===== src/rtl/overlay_window_clip_scale_assert.svh =====
// Assertion macros for the overlay window clip and scale RTL.
`ifndef OVERLAY_WINDOW_CLIP_SCALE_ASSERT_SVH
`define OVERLAY_WINDOW_CLIP_SCALE_ASSERT_SVH

// Same-cycle implication, checked out of reset.
`define OWCS_CHECK(lbl, ante, cons, msg) \
    lbl: assert property (@(posedge aclk) disable iff (!aresetn) (ante) |-> (cons)) \
        else $error(msg);

// Next-cycle implication, checked out of reset.
`define OWCS_CHECK_NEXT(lbl, ante, cons, msg) \
    lbl: assert property (@(posedge aclk) disable iff (!aresetn) (ante) |=> (cons)) \
        else $error(msg);

`endif


===== src/rtl/owcs_pkg.sv =====
// Types and constants for the overlay window clip and scale pipeline.
package owcs_pkg;

    localparam int unsigned MIN_FACTOR = 800;
    localparam int unsigned SCALE_NUM  = 1000;
    localparam int unsigned QBITS      = 13;   // quotient bits, f >= 800
    localparam int unsigned NBITS      = 23;   // numerator bits
    localparam int unsigned LANES      = 4;    // px, w, cx, cw

    localparam logic REG_SCREEN_WIDTH  = 1'b0;
    localparam logic REG_SCREEN_HEIGHT = 1'b1;

    // after halving and left/top clip
    typedef struct packed {
        logic               ok;
        logic signed [11:0] px;
        logic        [11:0] w;
        logic        [9:0]  ox;
        logic        [11:0] f;
        logic signed [11:0] py;
        logic        [11:0] h;
        logic        [7:0]  oy;
        logic        [10:0] cx;
        logic signed [13:0] cw;
        logic        [10:0] cy;
        logic signed [13:0] ch;
    } clip_t;

    // divider stage payload
    typedef struct packed {
        logic                              ok;
        logic        [9:0]                 ox;
        logic        [11:0]                f;
        logic signed [11:0]                py;
        logic        [11:0]                h;
        logic        [7:0]                 oy;
        logic        [10:0]                cy;
        logic signed [13:0]                ch;
        logic [LANES-1:0]                  neg;
        logic [LANES-1:0][NBITS-1:0]       rem;
        logic [LANES-1:0][QBITS-1:0]       q;
    } div_t;

endpackage


===== src/rtl/overlay_window_clip_scale.sv =====
// Overlay window clip and scale: top level, 17-stage pipeline.
//
//  channel   | dir | contents
//  ----------+-----+---------------------------------------------------------
//  s_ (in)   | in  | window request: position, size, offsets, xcorr, double_y
//  m_ (out)  | out | valid_res + eight visible/frame edge coordinates
//  cfg_      | in  | screen_width (index 0), screen_height (index 1)
//
// One transaction enters per cycle while s_tready is high; 17 register
// stages lie between the input transaction and m_tvalid.
// Depth is set by the 13-step restoring divider (one quotient bit per
// stage, four lanes side by side) plus halve/clip, right/bottom clip,
// multiply and output.
// Each stage holds when its successor is full and stalled, so bubbles are
// squeezed out and nothing is lost or repeated under back-pressure.
// aresetn is synchronous; it clears valid bits and restores screen size.
module overlay_window_clip_scale (
    input  logic         aclk,
    input  logic         aresetn,
    input  logic         s_tvalid,
    output logic         s_tready,
    // [11:0] pos_x, [23:12] pos_y, [35:24] win_width, [47:36] win_height,
    // [57:48] offset_x, [65:58] offset_y, [77:66] xcorr, [79:78] zero
    input  logic [79:0]  s_tdata,
    // [0] double_y
    input  logic [0:0]   s_tuser,
    output logic         m_tvalid,
    input  logic         m_tready,
    // [13:0] visible_left, [27:14] visible_right, [41:28] visible_top,
    // [55:42] visible_bottom, [69:56] frame_left, [83:70] frame_right,
    // [97:84] frame_top, [111:98] frame_bottom
    output logic [111:0] m_tdata,
    // [0] valid_res
    output logic [0:0]   m_tuser,
    input  logic         cfg_we,
    input  logic [0:0]   cfg_addr,
    input  logic [11:0]  cfg_wdata
);
    import owcs_pkg::*;

    localparam int unsigned NST = 17;  // halve, clip, mul, 13 div, out
    localparam int unsigned DS  = 3;   // first divider step index

    logic [11:0] screen_width_reg, screen_height_reg;

    logic [NST-1:0] v_reg;
    logic [NST:0]   rdy;

    clip_t s1_reg, s1_next, s2_reg, s2_next;
    div_t  dv_reg [0:QBITS];
    div_t  dv_next [0:QBITS];
    logic [111:0] out_reg, out_next;
    logic         res_reg, res_next;

    // ---------------- configuration ----------------
    always_ff @(posedge aclk) begin
        if (!aresetn) begin
            screen_width_reg  <= 12'd1280;
            screen_height_reg <= 12'd1024;
        end else if (cfg_we) begin
            unique case (cfg_addr[0])
                REG_SCREEN_WIDTH:  screen_width_reg  <= cfg_wdata;
                REG_SCREEN_HEIGHT: screen_height_reg <= cfg_wdata;
                default: ;
            endcase
        end
    end

    // ---------------- stall chain ----------------
    // a stage may load when it is empty or its content moves on
    always_comb begin
        rdy[NST] = m_tready;
        for (int k = NST - 1; k >= 0; k--) begin
            rdy[k] = !v_reg[k] || rdy[k+1];
        end
    end

    assign s_tready = rdy[0];

    always_ff @(posedge aclk) begin
        if (!aresetn) begin
            v_reg <= '0;
        end else begin
            if (rdy[0]) v_reg[0] <= s_tvalid;
            for (int k = 1; k < NST; k++) begin
                if (rdy[k]) begin
                    v_reg[k] <= v_reg[k-1];
                end
            end
        end
    end

    // ---------------- stage 1: halve, left/top clip ----------------
    always_comb begin
        logic               dbl;
        logic signed [11:0] py_in;
        logic        [11:0] h_in;
        logic        [7:0]  oy_in;
        dbl   = s_tuser[0];
        py_in = $signed(s_tdata[23:12]);
        h_in  = s_tdata[47:36];
        oy_in = s_tdata[65:58];
        s1_next.px = $signed(s_tdata[11:0]);
        s1_next.w  = s_tdata[35:24];
        s1_next.ox = s_tdata[57:48];
        s1_next.f  = s_tdata[77:66];
        s1_next.ok = (s_tdata[77:66] >= 12'(MIN_FACTOR));
        s1_next.py = dbl ? (py_in >>> 1) : py_in;
        s1_next.h  = dbl ? {1'b0, h_in[11:1]} : h_in;
        s1_next.oy = dbl ? {1'b0, oy_in[7:1]} : oy_in;
        if (s1_next.px < 0) begin
            s1_next.cx = '0;
            s1_next.cw = $signed({2'b00, s1_next.w}) + 14'(s1_next.px);
        end else begin
            s1_next.cx = s1_next.px[10:0];
            s1_next.cw = $signed({2'b00, s1_next.w});
        end
        if (s1_next.py < 0) begin
            s1_next.cy = '0;
            s1_next.ch = $signed({2'b00, s1_next.h}) + 14'(s1_next.py);
        end else begin
            s1_next.cy = s1_next.py[10:0];
            s1_next.ch = $signed({2'b00, s1_next.h});
        end
    end

    always_ff @(posedge aclk) begin
        if (rdy[0]) s1_reg <= s1_next;
    end

    // ---------------- stage 2: right/bottom clip ----------------
    always_comb begin
        s2_next = s1_reg;
        if ($signed({4'b0, s1_reg.cx}) + $signed({s1_reg.cw[13], s1_reg.cw})
                > $signed({3'b0, screen_width_reg})) begin
            s2_next.cw = 14'($signed({2'b0, screen_width_reg}) - $signed({3'b0, s1_reg.cx}));
        end
        if ($signed({4'b0, s1_reg.cy}) + $signed({s1_reg.ch[13], s1_reg.ch})
                > $signed({3'b0, screen_height_reg})) begin
            s2_next.ch = 14'($signed({2'b0, screen_height_reg}) - $signed({3'b0, s1_reg.cy}));
        end
    end

    always_ff @(posedge aclk) begin
        if (rdy[1]) s2_reg <= s2_next;
    end

    // ---------------- stage 3: magnitudes times 1000 ----------------
    always_comb begin
        logic [LANES-1:0][12:0] mag;
        logic signed [13:0] lv [LANES];
        lv[0] = 14'(s2_reg.px);
        lv[1] = $signed({2'b00, s2_reg.w});
        lv[2] = $signed({3'b000, s2_reg.cx});
        lv[3] = s2_reg.cw;
        dv_next[0].ok = s2_reg.ok;
        dv_next[0].ox = s2_reg.ox;
        dv_next[0].f  = s2_reg.f;
        dv_next[0].py = s2_reg.py;
        dv_next[0].h  = s2_reg.h;
        dv_next[0].oy = s2_reg.oy;
        dv_next[0].cy = s2_reg.cy;
        dv_next[0].ch = s2_reg.ch;
        dv_next[0].q  = '0;
        for (int j = 0; j < LANES; j++) begin
            dv_next[0].neg[j] = lv[j][13];
            mag[j] = lv[j][13] ? 13'(-lv[j]) : lv[j][12:0];
            dv_next[0].rem[j] = NBITS'(mag[j]) * NBITS'(SCALE_NUM);
        end
    end

    always_ff @(posedge aclk) begin
        if (rdy[2]) dv_reg[0] <= dv_next[0];
    end

    // ---------------- stages 4..16: restoring divide ----------------
    for (genvar k = 1; k <= QBITS; k++) begin : g_div
        localparam int unsigned BIT = QBITS - k;
        always_comb begin
            logic [NBITS+1:0] dsh;
            dv_next[k] = dv_reg[k-1];
            dsh = (NBITS+2)'(dv_reg[k-1].f) << BIT;
            for (int j = 0; j < LANES; j++) begin
                if ({2'b00, dv_reg[k-1].rem[j]} >= dsh) begin
                    dv_next[k].rem[j]    = NBITS'({2'b00, dv_reg[k-1].rem[j]} - dsh);
                    dv_next[k].q[j][BIT] = 1'b1;
                end
            end
        end
        always_ff @(posedge aclk) begin
            if (rdy[DS+k-1]) dv_reg[k] <= dv_next[k];
        end
    end

    // ---------------- stage 17: offsets and edges ----------------
    always_comb begin
        logic signed [13:0] sq [LANES];
        logic [13:0] vl, vr, vt, vb, fl, fr, ft, fb;
        div_t d;
        d = dv_reg[QBITS];
        for (int j = 0; j < LANES; j++) begin
            sq[j] = d.neg[j] ? -$signed({1'b0, d.q[j]}) : $signed({1'b0, d.q[j]});
        end
        // lanes: 0 sx, 1 sw, 2 scx, 3 scw
        vl = 14'(d.ox) + sq[2];
        vr = vl + sq[3] - 14'd1;
        vt = 14'(d.oy) + 14'(d.cy);
        vb = vt + d.ch - 14'd1;
        fl = 14'(d.ox) + sq[0];
        fr = fl + sq[1] - 14'd1;
        ft = 14'(d.oy) + 14'(d.py);
        fb = ft + 14'(d.h) - 14'd1;
        res_next = d.ok;
        out_next = d.ok ? {fb, ft, fr, fl, vb, vt, vr, vl} : '0;
    end

    always_ff @(posedge aclk) begin
        if (rdy[NST-1]) begin
            out_reg <= out_next;
            res_reg <= res_next;
        end
    end

    assign m_tvalid   = v_reg[NST-1];
    assign m_tdata    = out_reg;
    assign m_tuser[0] = res_reg;

    // ---------------- checks ----------------
`include "overlay_window_clip_scale_assert.svh"

    `OWCS_CHECK(a_reject_zero, m_tvalid && !m_tuser[0], m_tdata == '0, "rejected window has edges")
    `OWCS_CHECK(a_out_stall, m_tvalid && !m_tready, !rdy[NST-1], "output stage not held on stall")
    `OWCS_CHECK_NEXT(a_enter, s_tvalid && s_tready, v_reg[0], "accepted transaction dropped")

endmodule


===== config.mk =====
export PLATFORM = sky130hd
export DESIGN_NAME = overlay_window_clip_scale
export DESIGN_NICKNAME = d
export VERILOG_FILES = /design/src/rtl/owcs_pkg.sv /design/src/rtl/overlay_window_clip_scale.sv
export VERILOG_INCLUDE_DIRS = /design/src /design/src/rtl
export SDC_FILE = /design/constraint.sdc
export NUM_CORES = 2
export LEC_CHECK = 0
export BUFFER_PORTS_ARGS = -buffer_cell sky130_fd_sc_hd__buf_2
export CAP_MARGIN = 20
export CORE_MARGIN = 2
export CORE_UTILIZATION = 50
export DETAILED_ROUTE_END_ITERATION = 12
export PLACE_DENSITY = 0.64
export SLEW_MARGIN = 20
export SYNTH_ARGS = -nofsm -noshare
export SYNTH_HDL_FRONTEND = slang
export SYNTH_SLANG_ARGS = --single-unit

===== constraint.sdc =====
create_clock -name aclk -period 24 [get_ports aclk]
set_input_delay 4.8 -clock aclk [delete_from_list [all_inputs] [get_ports aclk]]
set_output_delay 4.8 -clock aclk [all_outputs]
set_load 0.02 [all_outputs]

Word level (Yosys, flattened, before mapping)
Memories as Yosys holds them, arrays and structs flattened.
Index checks and enable logic that the tools add are counted.
{"block": "word_totals", "n_memories": 1, "input_bits": 99, "ramBits": 3192, "latchBits": 0, "output_inout_bits": 115, "rom_bits": 0, "register_bits": 412, "wordCells": 368}
{"block": "classes", "magnitude_cmp": 57, "eq_ne": 0, "shift": 0, "reduce_logical": 36, "n_div": 0, "bitwise_logic": 1, "n_mux": 145, "n_addsub": 76, "mul": 4}
{"name": "dv_reg", "words": 14, "word_bits": 228, "read_ports": 14, "rd_clocked_by_memory_dff": 0, "write_ports": 14, "line": "overlay_window_clip_scale.sv:50", "source": "div_t dv_reg [0:QBITS];"}
{"operator": "$mux 23", "n": 52}
{"operator": "$sub 23x23->23", "n": 8}
{"operator": "$ge 23x24->1", "n": 4}
{"operator": "$ge 23x12->1", "n": 4}
{"operator": "$ge 23x13->1", "n": 4}
{"operator": "$ge 23x14->1", "n": 4}
{"operator": "$ge 23x15->1", "n": 4}
{"operator": "$ge 23x16->1", "n": 4}
{"operator": "$ge 23x17->1", "n": 4}
{"operator": "$ge 23x18->1", "n": 4}
{"operator": "$ge 23x19->1", "n": 4}
{"operator": "$ge 23x20->1", "n": 4}
{"operator": "$ge 23x21->1", "n": 4}
{"operator": "$ge 23x22->1", "n": 4}
{"operator": "$ge 23x23->1", "n": 4}
{"operator": "$sub 23x12->23", "n": 4}
{"operator": "$sub 23x13->23", "n": 4}
{"operator": "$sub 23x14->23", "n": 4}
{"operator": "$sub 23x15->23", "n": 4}
{"operator": "$sub 23x16->23", "n": 4}
{"operator": "$sub 23x17->23", "n": 4}
{"operator": "$sub 23x18->23", "n": 4}
{"operator": "$sub 23x19->23", "n": 4}
{"operator": "$sub 23x20->23", "n": 4}
{"operator": "other kinds (31)", "n": 171}

Depth between registers and ports, before layout
{"block": "depth", "word_depth": 18, "depth_mapped": 24, "mapped_depth_nobuf": 24}

Worst setup path after synthesis
No wires, ideal clock.
{"block": "synth_path", "path_kind": "in2out", "start": "in m_tready", "end": "out s_tready", "n_path_buf": 0, "stages": 9, "required_time_ps": 19200, "arrival_ps": 15549, "setup_slack_ps": 3651, "path_cell_list": "nor2b_1 > inv_1 > nor2_1 > and2_1 > inv_1 > nor3_1 > and3_1 > and2_1 > nand2_1"}
{"block": "synth_via", "elab_chain_len": 17}
{"item": "from (decl)", "line": "overlay_window_clip_scale.sv:28", "source": "input logic m_tready,"}
{"item": "$logic_or 1x1->1", "line": "overlay_window_clip_scale.sv:74", "source": "rdy[k] = !v_reg[k] || rdy[k+1];"}
{"item": "via rdy[16]", "line": "overlay_window_clip_scale.sv:47", "source": "logic [NST:0] rdy;"}
{"item": "$logic_or 1x1->1 (5 in series)", "line": "overlay_window_clip_scale.sv:74"}
{"item": "via rdy[11]", "line": "overlay_window_clip_scale.sv:47"}
{"item": "$logic_or 1x1->1 (11 in series)", "line": "overlay_window_clip_scale.sv:74"}
{"item": "to (decl)", "line": "overlay_window_clip_scale.sv:21", "source": "output logic s_tready,"}
The timed path passes the listed nets, and every way through them passes these cells.

Worst setup path after layout
Ends and elaborated chain as after synthesis.

==> flow_summary_export.csv <==
group,metric,value,unit
finish,multiInputGateArea,0.0523,mm^2
floorplanning,die_h,541,um
sta,fmax,74.8,MHz
clocking,clkTransAtPathRegs,0.06,ns
sta,setup_viol,0,
finish,instances_no_fill,15300,
power_and_ir_drop,leakage,64.2,nW
clocking,cts_root_buf,"clkbuf_16",
worst_setup_path,cp_max_fo,76,
worst_setup_path,path_buf_inv,5,
sta,finalClockSkew,0.0770,ns
drt,first_pass_iters,6,
logic_synthesis,ys_types,93,
worst_setup_path,cp_cell_sequence,"buf_2, nor2b_1, inv_4, nor2_1, and2_1, inv_8, nor3_1, buf_4, and3_1, and2_1, nand2_4, buf_2",
floorplanning,io_pins,214,
clocking,cts.hold.buffers_added,0,
grt,grt_usage,20.6,%
logic_synthesis,synth_area,0.144,mm^2
clocking,cts_inserted_buffers,314,
sta,slew_violations,0,
clocking,cts_buffer_depth,4,
worst_setup_path,crit_arrival,8.57,ns
worst_setup_path,r2r_slack,17.62,ns
clocking,clock_sinks,2958,
grt,first_global_vias,82900,
grt,grt_first_pass_wirelength,472,mm
worst_setup_path,timing.rr.end,"dv_reg[0][74]",
min_path,hold_depth,0,
worst_setup_path,cp.required,19.20,ns
finish,most-common-layout-cells,"edfxtp_1 (2917), ha_1 (1025), inv_1 (827), nor2_1 (788), a21oi_1 (682)",
finish,num-nets-final,12600,
placed_design,port_buffers,209,
worst_setup_path,endpoint,"s_tready",
worst_setup_path,critPathCaptureType,"primary output",
worst_setup_path,slowest_delay,0.47,ns
drt,wl_per_cell,19.8,um
finish,seq_area,0.0884,mm^2
floorplanning,rows,197,
grt,grt_max_degree,153,
worst_setup_path,r2r_cells,21,
drt,drtAntennaViolNets,0,
finish,final_core_util,55.8,%
logic_synthesis,syn_avg_cell_area,13.3,um^2
logic_synthesis,synth_top_flop_cell,"edfxtp_1",
job,cap_viol_max_count,0,
finish,layout_commonest_cell,"edfxtp_1",
floorplanning,die_area,0.293,mm^2
floorplanning,start_util,50.2,%
floorplanning,die_w,541,um
sta,worst_pin_slew,1.11,ns
grt,top_usage_layer,"met2",
worst_setup_path,start_kind,"input pin",
sta,rsz0062_at_grt,"no",
power_and_ir_drop,power,0.0232,W
grt,use_met3,2.32,%
sta,finalCriticalPeriod,13.37,ns
placed_design,dpl_cell_area,0.150,mm^2
clocking,post_cts_buffers,0,
drt,routed_via_density,5.43,
placed_design,dp_hpwl,234,mm
placed_design,place.gp.congestion,0.937,
finish,syn_to_final_growth,11.2,%
grt,grt_util_met2,35.2,%
logic_synthesis,seq_area_frac_synth,61.3,%
worst_setup_path,crit_slowest_cell,"nor2_1",
drt,vias,83100,
grt,grtUsageMet1,26.2,%
logic_synthesis,synth-edff-count,2917,
sta,tns,0,ns
worst_setup_path,cp.depth,12,
drt,drc,0,
drt,finalWirelength,303,mm
clocking,cts_tree,"yes",
floorplanning,core,0.287,mm^2
clocking,insertion_delay,0.91,ns
clocking,htreeDepth,5,
clocking,ctsResizeCount,0,
power_and_ir_drop,irDropWorstVdd,0.000395,V
power_and_ir_drop,powerDensity,144,mW/mm^2
worst_setup_path,reg2reg_from,"s2_reg[118]",
finish,fill_cells,22900,
logic_synthesis,synthArstFlopShare,0,%
logic_synthesis,synthCells,10800,
placed_design,dpl.cell_count,14700,
finish,stdcell_area,0.160,mm^2
logic_synthesis,yosys_warnings,0,
drt,drt_first_iter_violations,5702,
finish,layout-drive-gt1-share,8.97,%
status,status,"completed",
sta,fin_crit_sh,55.7,%
worst_setup_path,crit_family,"simple AND/OR/NAND/NOR gates",
grt,grt-ovfl-total,0,
grt,antenna_found_initial,4,
worst_setup_path,startpoint,"m_tready",
finish,largest_reg_flops,2549,
sta,hold_viol,0,
min_path,hold_path_class,"reg2reg",
logic_synthesis,synth_seq_cells,2958,
worst_setup_path,path_class,"in2out",
sta,maxSlewHeadroom,26.0,%
==> worst min path at each step <==
stage	start	slack, ns	to
3_3_place_gp	dv_next[3145]	0.40	dv_reg[0][181]
4_1_cts	dv_reg[0][429]	0.34	dv_reg[0][657]
2_1_floorplan	s1_reg[127]	0.40	dv_next[3108]
3_5_place_dp	s1_reg[51]	0.40	dv_next[3138]
5_1_grt	dv_reg[0][1152]	0.35	dv_reg[0][1380]
6_report	dv_reg[0][429]	0.35	dv_reg[0][657]
==> power breakdown <==
part / total [W] / internal [W] / switching (W)
sequential: 0.00876 / 0.00787 / 0.000891
clock: 0.00475 / 0.00278 / 0.00197
combinational: 0.00964 / 0.00425 / 0.00539
total: 0.0232 / 0.0149 / 0.00825
==> kinds of logic (layout without fill, tap and decap cells) <==
logic type | Yosys count | in the layout | share of synthesized area, %
xor+xnor | 840 | 840 | 5.11
other cells | 2 | 11 | 0.00521
simple gates | 2636 | 2636 | 9.05
fa+ha+maj | 1235 | 1235 | 11.8
mux | 224 | 224 | 1.72
flops | 2958 | 2958 | 61.3
compound gates | 1960 | 1960 | 8.42
buf+inv | 986 | 1673 | 2.60
==> stage by stage <==
stage / hold WS, ns / worst slack [ns]
after floorplan: 0.400 / 3.65
after global placement: 0.403 / 10.59
after detailed placement: 0.405 / 10.61
after CTS: 0.337 / 10.55
after global routing: 0.351 / 10.24
final: 0.346 / 10.63
==> cell usage after synthesis (29+ instances only) <==
| master | instances | area share (%) |
|---|---|---|
| a211oi_1 | 56 | 0.29 |
| a21boi_0 | 72 | 0.37 |
| a21o_1 | 185 | 0.96 |
| a21oi_1 | 689 | 2.4 |
| a31oi_1 | 34 | 0.15 |
| and2_1 | 35 | 0.15 |
| and3_1 | 43 | 0.19 |
| clkbuf_1 | 116 | 0.30 |
| dfxtp_1 | 41 | 0.57 |
| edfxtp_1 | 2917 | 61 |
| fa_1 | 210 | 2.9 |
| ha_1 | 1025 | 8.9 |
| inv_1 | 837 | 2.2 |
| mux2_2 | 186 | 1.5 |
| mux2i_1 | 36 | 0.25 |
| nand2_1 | 532 | 1.4 |
| nand2b_1 | 138 | 0.60 |
| nand3_1 | 142 | 0.49 |
| nand3b_1 | 29 | 0.15 |
| nand4_1 | 103 | 0.45 |
| nor2_1 | 788 | 2.1 |
| nor2b_1 | 202 | 0.88 |
| nor3_1 | 262 | 0.91 |
| nor4_1 | 96 | 0.42 |
| o211ai_1 | 35 | 0.18 |
| o21a_1 | 123 | 0.64 |
| o21ai_0 | 451 | 1.6 |
| o21bai_1 | 57 | 0.30 |
| o31ai_1 | 55 | 0.29 |
| or2_2 | 53 | 0.23 |
| or3_1 | 89 | 0.39 |
| or4_1 | 35 | 0.18 |
| xnor2_1 | 475 | 2.9 |
| xor2_1 | 364 | 2.2 |
==> cell type report <==
cell class,count,share of cell area [%]
antenna,2,0.00312
clock buffer,372,5.07
inverter,840,1.99
sequential,2958,55.1
tap,3781,2.95
clock inverter,192,1.35
timing repair buffer,269,0.944
multi-input combinational,6904,32.6
==> metal layers <==
metal / part of all wire [%] / routed length [um]
met1: 43 / 129000
met2: 49 / 148000
met3: 3.5 / 10700
met4: 5.1 / 15500
met5: 0 / 0
No activity file was read; power rests on OpenSTA's default activity.
